===== config.mk =====
export PLATFORM = sky130hd
export DESIGN_NAME = radio_rx_packet_assembler_core
export DESIGN_NICKNAME = d
export VERILOG_FILES = /design/src/design/rxpa_pkg.sv /design/src/design/radio_rx_packet_assembler_core.sv /design/src/design/rxpa_front.sv /design/src/design/rxpa_queue.sv /design/src/design/rxpa_back.sv
export SDC_FILE = /design/constraint.sdc
export NUM_CORES = 2
export LEC_CHECK = 0
export ABC_AREA = 1
export BUFFER_PORTS_ARGS = -buffer_cell sky130_fd_sc_hd__buf_2
export CORE_MARGIN = 2
export CORE_UTILIZATION = 55
export DETAILED_ROUTE_END_ITERATION = 7
export PLACE_DENSITY = 0.7
export SLEW_MARGIN = 20
export SYNTH_ARGS = -nofsm -noshare
export SYNTH_HDL_FRONTEND = slang
export SYNTH_HIERARCHICAL = 1
export SYNTH_SLANG_ARGS = --single-unit

===== constraint.sdc =====
create_clock -name clk -period 7.16 [get_ports clk]
set_input_delay 1.432 -clock clk [delete_from_list [all_inputs] [get_ports clk]]
set_output_delay 1.432 -clock clk [all_outputs]
set_load 0.03 [all_outputs]

===== src/design/rxpa_pkg.sv =====
// ----------------------------------------------------------------------------
// Receive packet assembler package
// Shared payload types, command codes and constants of the packet assembler.
// ----------------------------------------------------------------------------
package rxpa_pkg;

  localparam int BUF_DEPTH      = 256;
  localparam int BUF_ADDR_W     = 8;
  localparam int DEFAULT_MAX_LEN = 255;
  localparam logic [5:0] CHUNK_RESET = 6'd50;
  localparam logic [7:0] ERR_MAX     = 8'hFF;

  localparam logic [1:0] OP_EVENT   = 2'd0;
  localparam logic [1:0] OP_FETCH   = 2'd1;
  localparam logic [1:0] OP_READ    = 2'd2;
  localparam logic [1:0] OP_RELEASE = 2'd3;

  typedef struct packed {
    logic [1:0]  operation;
    logic        fifo_almost_full;
    logic        preamble_valid;
    logic        crc_error;
    logic        packet_valid;
    logic [7:0]  reported_length;
    logic [15:0] tick;
    logic [7:0]  fifo_byte;
    logic [7:0]  read_index;
  } in_t;

  typedef struct packed {
    logic [7:0]  fetch_count;
    logic        restart_receiver;
    logic        stop_receiver;
    logic        packet_ready;
    logic        preamble_seen;
    logic [7:0]  packet_length;
    logic [7:0]  error_count;
    logic [7:0]  data_byte;
    logic [15:0] arrival_tick;
  } out_t;

  // Classified command: the byte field carries the length, the FIFO byte or
  // the read index, depending on the kind.
  typedef struct packed {
    logic [1:0]  kind;
    logic        almost_full;
    logic        preamble;
    logic        crc_bad;
    logic        pkt_valid;
    logic [7:0]  value;
    logic [15:0] tick;
  } cmd_t;

endpackage


===== src/design/radio_rx_packet_assembler_core.sv =====
// ----------------------------------------------------------------------------
// Radio receive packet assembler
// Receive controller that requests FIFO chunks, stores packet bytes, holds a
// finished packet for the host and counts receive errors.
// ----------------------------------------------------------------------------
// The block takes one input transaction per clock cycle while in_ready is high
// and returns one result transaction for each, in order. The command is
// registered in the two-entry command queue at the accepting edge, and the back
// end's state update and registered packet buffer read then place the result in
// its output register when the back end advances.
// When the output is stalled the back end holds its result and the queue
// absorbs up to two further transactions before input ready drops.
// The packet buffer has no reset; a host read within the held packet returns
// whatever the addressed entry last held, and any other read returns zero.
module radio_rx_packet_assembler_core #(
  parameter int MAX_PACKET_LEN = rxpa_pkg::DEFAULT_MAX_LEN
) (
  input  logic           clk,
  input  logic           rst,
  input  logic           cfg_write_en,
  input  logic [5:0]     cfg_write_data,
  input  logic           in_valid,
  output logic           in_ready,
  input  rxpa_pkg::in_t  in_data,
  output logic           out_valid,
  input  logic           out_ready,
  output rxpa_pkg::out_t out_data
);
  import rxpa_pkg::*;

  cmd_t front_cmd;
  cmd_t head_cmd;
  logic push;
  logic pop;
  logic queue_full;
  logic head_valid;

  rxpa_front u_front (
    .in_valid   (in_valid),
    .in_ready   (in_ready),
    .in_data    (in_data),
    .queue_full (queue_full),
    .push       (push),
    .cmd        (front_cmd)
  );

  rxpa_queue u_queue (
    .clk        (clk),
    .rst        (rst),
    .push       (push),
    .push_cmd   (front_cmd),
    .full       (queue_full),
    .head_valid (head_valid),
    .head_cmd   (head_cmd),
    .pop        (pop)
  );

  rxpa_back #(
    .MAX_PACKET_LEN (MAX_PACKET_LEN)
  ) u_back (
    .clk            (clk),
    .rst            (rst),
    .cfg_write_en   (cfg_write_en),
    .cfg_write_data (cfg_write_data),
    .cmd_valid      (head_valid),
    .cmd            (head_cmd),
    .pop            (pop),
    .out_valid      (out_valid),
    .out_ready      (out_ready),
    .out_data       (out_data)
  );

endmodule


===== src/design/rxpa_front.sv =====
// ----------------------------------------------------------------------------
// Receive packet assembler front end
// Accepts input transactions and packs them into compact commands.
// ----------------------------------------------------------------------------
module rxpa_front (
  input  logic           in_valid,
  output logic           in_ready,
  input  rxpa_pkg::in_t  in_data,
  input  logic           queue_full,
  output logic           push,
  output rxpa_pkg::cmd_t cmd
);
  import rxpa_pkg::*;

  assign in_ready = !queue_full;
  assign push     = in_valid && !queue_full;

  always_comb begin
    cmd = '0;
    cmd.kind = in_data.operation;
    unique case (in_data.operation)
      OP_EVENT: begin
        cmd.almost_full = in_data.fifo_almost_full;
        cmd.preamble    = in_data.preamble_valid;
        cmd.crc_bad     = in_data.crc_error;
        cmd.pkt_valid   = in_data.packet_valid;
        cmd.value       = in_data.reported_length;
        cmd.tick        = in_data.tick;
      end
      OP_FETCH: begin
        cmd.value = in_data.fifo_byte;
      end
      OP_READ: begin
        cmd.value = in_data.read_index;
      end
      default: begin
        cmd.value = '0;
      end
    endcase
  end

endmodule


===== src/design/rxpa_queue.sv =====
// ----------------------------------------------------------------------------
// Receive packet assembler command queue
// Two-entry queue that decouples the front end from the back end.
// ----------------------------------------------------------------------------
module rxpa_queue (
  input  logic           clk,
  input  logic           rst,
  input  logic           push,
  input  rxpa_pkg::cmd_t push_cmd,
  output logic           full,
  output logic           head_valid,
  output rxpa_pkg::cmd_t head_cmd,
  input  logic           pop
);
  import rxpa_pkg::*;

  cmd_t       slots [2];
  logic       wr_ptr;
  logic       rd_ptr;
  logic [1:0] count;

  assign full       = (count == 2'd2);
  assign head_valid = (count != 2'd0);
  assign head_cmd   = slots[rd_ptr];

  always_ff @(posedge clk) begin
    if (push) begin
      slots[wr_ptr] <= push_cmd;
    end
  end

  always_ff @(posedge clk) begin
    if (rst) begin
      wr_ptr <= 1'b0;
      rd_ptr <= 1'b0;
      count  <= 2'd0;
    end else begin
      if (push) begin
        wr_ptr <= !wr_ptr;
      end
      if (pop) begin
        rd_ptr <= !rd_ptr;
      end
      case ({push, pop})
        2'b10:   count <= count + 2'd1;
        2'b01:   count <= count - 2'd1;
        default: count <= count;
      endcase
    end
  end

endmodule


===== src/design/rxpa_back.sv =====
// ----------------------------------------------------------------------------
// Receive packet assembler back end
// Executes commands on the receive state and the packet buffer, and holds the
// result transaction until it is taken.
// ----------------------------------------------------------------------------
module rxpa_back #(
  parameter int MAX_PACKET_LEN = rxpa_pkg::DEFAULT_MAX_LEN
) (
  input  logic           clk,
  input  logic           rst,
  input  logic           cfg_write_en,
  input  logic [5:0]     cfg_write_data,
  input  logic           cmd_valid,
  input  rxpa_pkg::cmd_t cmd,
  output logic           pop,
  output logic           out_valid,
  input  logic           out_ready,
  output rxpa_pkg::out_t out_data
);
  import rxpa_pkg::*;

  localparam logic [8:0] MaxLen = 9'(MAX_PACKET_LEN);

  logic [7:0]  buffer [BUF_DEPTH];
  logic [7:0]  buf_q;

  logic [5:0]  chunk_size;
  logic [7:0]  requested_length, requested_length_next;
  logic [7:0]  write_pointer, write_pointer_next;
  logic [7:0]  held_length, held_length_next;
  logic        ready_flag, ready_flag_next;
  logic        preamble_flag, preamble_flag_next;
  logic [7:0]  error_counter, error_counter_next;
  logic [15:0] arrival_time, arrival_time_next;

  logic        res_valid;
  out_t        res;
  out_t        res_next;
  logic        rd_hit, rd_hit_q;
  logic        wr_hit;
  logic        advance;
  logic        done;
  logic        err_hit;
  logic        rearm;
  logic [8:0]  chunk_sum;
  logic [7:0]  fetch;

  assign advance = cmd_valid && (!res_valid || out_ready);
  assign pop     = advance;

  always_comb begin
    requested_length_next = requested_length;
    write_pointer_next    = write_pointer;
    held_length_next      = held_length;
    ready_flag_next       = ready_flag;
    preamble_flag_next    = preamble_flag;
    arrival_time_next     = arrival_time;
    error_counter_next    = error_counter;
    res_next              = '0;
    done                  = 1'b0;
    err_hit               = 1'b0;
    rearm                 = 1'b0;
    rd_hit                = 1'b0;
    wr_hit                = 1'b0;
    fetch                 = '0;
    chunk_sum             = {1'b0, requested_length} + {3'b000, chunk_size};

    unique case (cmd.kind)
      OP_EVENT: begin
        if (!ready_flag) begin
          if (cmd.almost_full) begin
            if (chunk_sum > MaxLen) begin
              err_hit = 1'b1;
              rearm   = 1'b1;
              done    = 1'b1;
            end else begin
              fetch                 = {2'b00, chunk_size};
              requested_length_next = chunk_sum[7:0];
            end
          end
          if (!done && cmd.preamble) begin
            preamble_flag_next = 1'b1;
          end
          if (!done && cmd.crc_bad) begin
            err_hit = 1'b1;
            rearm   = 1'b1;
            done    = 1'b1;
          end
          if (!done && cmd.pkt_valid) begin
            arrival_time_next = cmd.tick;
            if (({1'b0, cmd.value} > MaxLen) || (requested_length_next > cmd.value)) begin
              err_hit = 1'b1;
              rearm   = 1'b1;
            end else begin
              fetch                  = fetch + (cmd.value - requested_length_next);
              requested_length_next  = cmd.value;
              held_length_next       = cmd.value;
              ready_flag_next        = 1'b1;
              res_next.stop_receiver = 1'b1;
            end
          end
        end
      end
      OP_FETCH: begin
        if (write_pointer < requested_length) begin
          wr_hit             = 1'b1;
          write_pointer_next = write_pointer + 8'd1;
        end
      end
      OP_READ: begin
        rd_hit = ready_flag && (cmd.value < held_length);
      end
      default: begin
        rearm = ready_flag;
      end
    endcase

    if (err_hit && (error_counter != ERR_MAX)) begin
      error_counter_next = error_counter + 8'd1;
    end
    if (rearm) begin
      requested_length_next = '0;
      write_pointer_next    = '0;
      held_length_next      = '0;
      ready_flag_next       = 1'b0;
      preamble_flag_next    = 1'b0;
    end

    res_next.fetch_count      = fetch;
    res_next.restart_receiver = rearm;
    res_next.packet_ready     = ready_flag_next;
    res_next.preamble_seen    = preamble_flag_next;
    res_next.packet_length    = held_length_next;
    res_next.error_count      = error_counter_next;
    res_next.arrival_tick     = arrival_time_next;
  end

  always_ff @(posedge clk) begin
    if (advance && wr_hit) begin
      buffer[write_pointer] <= cmd.value;
    end
    if (advance) begin
      buf_q <= buffer[cmd.value];
      res   <= res_next;
    end
  end

  always_ff @(posedge clk) begin
    if (rst) begin
      chunk_size       <= CHUNK_RESET;
      requested_length <= '0;
      write_pointer    <= '0;
      held_length      <= '0;
      ready_flag       <= 1'b0;
      preamble_flag    <= 1'b0;
      error_counter    <= '0;
      arrival_time     <= '0;
      res_valid        <= 1'b0;
      rd_hit_q         <= 1'b0;
    end else begin
      if (cfg_write_en) begin
        chunk_size <= cfg_write_data;
      end
      if (advance) begin
        requested_length <= requested_length_next;
        write_pointer    <= write_pointer_next;
        held_length      <= held_length_next;
        ready_flag       <= ready_flag_next;
        preamble_flag    <= preamble_flag_next;
        error_counter    <= error_counter_next;
        arrival_time     <= arrival_time_next;
        rd_hit_q         <= rd_hit;
        res_valid        <= 1'b1;
      end else if (out_ready) begin
        res_valid <= 1'b0;
      end
    end
  end

  assign out_valid = res_valid;

  always_comb begin
    out_data           = res;
    out_data.data_byte = rd_hit_q ? buf_q : 8'd0;
  end

endmodule

==> flow_results.org <==
** Floorplanning
- Starting density of the core :: 0.552
- For this design the top-level I/O count stands at around 110.
- Die Width :: between 400 and 500 microns
- Core footprint :: 167,000 sq um
- The floorplan step set the die height to 413 microns.
- The die covers 170,000 sq um.
- Placement Rows :: 150

** Worst setup path
- Largest fanout on the critical path :: 75
- Data required time at the worst endpoint :: between 7 and 8 ns
- For flop-to-flop paths, the worst setup slack is 2.34 ns.
- The endpoint identified for the worst register-to-register timing path is u_back/buf_q[2].
- STA classifies the critical path endpoint as a flip-flop.
- The number of cells on the worst reg-to-reg path is 14.
- The worst setup path is of the flip-flop to flip-flop kind.
- Worst Path Arrival :: 5.53 ns
- Crit path capture :: u_back/buf_q[2]
- STA classifies the critical path startpoint as a flip-flop.

** Pwr
- Leakage Power :: approximately 35 nW
- Power Density :: 370 nW/um^2
- Across the VDD grid, the largest voltage drop is 324 uV.

** Yosys
- Summing every instance area after synthesis gives 91,900 sq um.
- Ranking of synthesized cells by area :: edfxtp_1, nand3_1, nand2_1
- When the netlist entered floorplanning its net count stood at 7,824.
- Of the synthesized area, sequential elements account for 0.719.
- Top cell type's share of synthesized area :: 0.706
- In this run, synthesis produced a sequential element count of 2,223.
- For this run, the number of Yosys warnings is 6.
- Distinct cell type count after synthesis :: between 40 and 50
- Synthesized netlist cell count :: 7,717
- Cell type with the largest total area after synthesis :: edfxtp_1
- In this run the mean area of a mapped cell was approximately 12 sq um.

** Global routing
- For this run the aggregate overflow at the end of global routing stands at 0.
- In the global route stage, overall resource usage came out at 0.271.
- Antenna violations before repair :: 4
- Entering global routing, the biggest net connects 224 pins.
- The number of global-route vias before repair was ~57,000.
- Wire length of the first global-routing pass :: 348,000 microns

** Cells and area
- Fill cells in the final layout number 12,806.
- The top cell types in the final layout, fill and taps aside, are edfxtp_1, nand2_1, nand3_1.
- The library cell used most frequently in the layout, excluding fill and tap cells, is edfxtp_1.
- The final layout contains 7,724 nets.
- Share of final-layout standard cells stronger than drive strength 1 :: 0.0785
- Relative to the synthesized area, the layout overhead comes to 9.43%.

** Route
- The detail route stage leaves a number of antenna-violating nets equal to 0.
- For this run, design rule violations remaining after detail routing come to 0.
- Final routed wire length divided by cell count :: 23.4 microns
- The first detailed-routing pass ran for 6 iterations.
- Routed wire length :: roughly 230,000 microns
- Summing over every cut layer, the via total after detailed routing is approximately 60,000.
- Number of violations reported at the end of detailed-routing iteration 0 :: 8,073
- Via-per-instance ratio :: 6.04

** STA
- The max-slew violation count came to 0.
- Setup repair after global routing missed its margin :: false
- The count of endpoints failing hold in the final timing report is 0.
- Clock Skews :: about 0.035 ns
- Headroom to the max-slew limit came out at 0.261.
- Of the available clock period, the critical path in the final layout requires 0.673.
- Timing would allow up to 208 MHz.
- For the pin with the worst max-slew slack, the measured transition is 1.11 ns.
- Summed over all failing endpoints, the final setup total negative slack is 0 ns.
- Final critical path time including I/O delays and setup :: 4.82 ns
- The worst path meets setup with 2.34 ns of slack.
- WHS :: 0.507 ns
- Final setup fails :: 0

** Clock network
- Clock transition at the registers of the reported paths :: 0.07 ns
- TritonCTS built the clock tree.
- Post-CTS timing repair inserted 0 buffers for setup.
- Buffers inserted during clock tree synthesis total 212.
- Hold bufs inserted after CTS :: 0
- In this run the number of H-tree levels came out at 4.
- The later pin in the worst-skew pair is clocked with a latency of 0.86 ns.
- The clock net in this run drives a total of 2,223 sinks.
- Count of cells resized by post-cts repair :: 0
- No sink is reached through more buffers than the 3 on the longest clock path.
- CTS root buffer :: clkbuf_16

** Run status
- The run finished with clean final reports.

** Hold path
- The worst hold path belongs to the class flip-flop to flip-flop.

** Placement
- Setup Slack @ Placement :: 2.34 ns
- Final weighted congestion of routability-driven global placement :: approximately 0.9
- IO buf count :: 110
- Estimated wirelength of the detail-placed design :: 132,000 microns

** Job
- The tool flagged a number of max-cap violations equal to 0.
[where the power goes]
group	internal (mW)	leakage (nW)	switching, mW	total (mW)
Clock	6.42	3.44	4.83	11.3
Combinational	2.50	11.6	7.60	10.1
Sequential	15.7	20.0	0.174	15.9
[worst min path at each step]
stage	from	end	slack, ns	depth (start not counted)
floorplan	u_back/chunk_size[4]	u_back/chunk_size[4]	0.46	2
global placement	u_back/requested_length[5]	u_back/requested_length[5]	0.49	2
detailed placement	u_back/requested_length[2]	u_back/requested_length[2]	0.50	2
CTS	u_back/requested_length[2]	u_back/requested_length[2]	0.51	2
global route	u_back/requested_length[5]	u_back/requested_length[5]	0.53	2
finish	u_back/requested_length[2]	u_back/requested_length[2]	0.51	2
[synthesized netlist by cell type, drive strengths merged]
| library cell | instances |
|---|---|
| nor2 | 767 |
| nand4 | 4 |
| clkbuf | 280 |
| dfxtp | 63 |
| o21ai | 612 |
| buf | 238 |
| or2 | 2 |
| xnor2 | 3 |
| a21boi | 1 |
| a21oi | 231 |
| nor4 | 4 |
| inv | 323 |
| o21a | 1 |
| nor3 | 8 |
| nand2 | 1362 |
| a22oi | 1 |
| o22ai | 212 |
| fa | 7 |
| xor2 | 17 |
| mux2 | 30 |
| nand3 | 1338 |
| clkinv | 3 |
| a21o | 4 |
| ha | 43 |
| and3 | 1 |
| edfxtp | 2160 |
| o211ai | 2 |
[sequential cells by signal, indices dropped and copies added (netlist names), 8 cells and up, named ones only]
signal	cells
u_back/out_data	44
u_back/write_pointer	8
u_back/buffer	2048
u_back/error_counter	8
u_back/arrival_time	16
u_back/requested_length	8
u_back/held_length	8
u_back/buf_q	8
u_queue/slots	60
[area by class of cell]
| class | count | area, sq um | area share |
|---|---|---|---|
| sequential | 2223 | 66100 | 0.657 |
| multi-input combinational | 4650 | 22000 | 0.219 |
| clock buffer | 249 | 5510 | 0.0548 |
| tap | 2204 | 2760 | 0.0274 |
| clock inverter | 142 | 1500 | 0.0149 |
| timing repair buffer | 204 | 1440 | 0.0144 |
| inverter | 326 | 1260 | 0.0125 |
| antenna | 1 | 2.50 | 0.0000249 |
[routing by layer]
metal / track usage / vias up / wire length [microns]
li1: - / 27348 / -
met1: 0.379 / 29362 / 92300
met2: 0.422 / 3131 / 109000
met3: 0.0539 / 502 / 23600
met4: 0.106 / 2 / 9090
met5: 0 / - / 13
[per-stage QoR]
stage | instance area, sq um | power, mW | utilization | cells
after floorplan | 91900 | 22.9 | - | 7717
after global placement | 93600 | 25.9 | 0.561 | 9607
after detailed placement | 93600 | 26.1 | 0.561 | 9607
after CTS | 101000 | 37.2 | 0.604 | 9998
after global routing | 101000 | 38.8 | 0.604 | 9999
final | 101000 | 37.3 | 0.604 | 9999
[logic make-up after synthesis]
| group | share of synthesized area |
|---|---|
| flops | 0.719 |
| buf+inv | 0.0431 |
| mux | 0.00490 |
| simple gates | 0.162 |
| xor+xnor | 0.00191 |
| fa+ha+maj | 0.00738 |
| compound gates | 0.0612 |
[worst max-delay path: stages, from the launching register on]
cell     delay (ns)
dfxtp_2        0.82
buf_4          0.39
mux2_8         0.49
buf_4          0.48
buf_4          0.70
o21ai_0        0.23
o22ai_1        0.22
nand2_1        0.11
nand3_1        0.14
nand3_1        0.13
nand3_1        0.30
nand3_1        0.14
nand2_1        0.18
nand2_1        0.07
nand2_1        0.10
No activity file was read; power rests on OpenSTA's default activity.
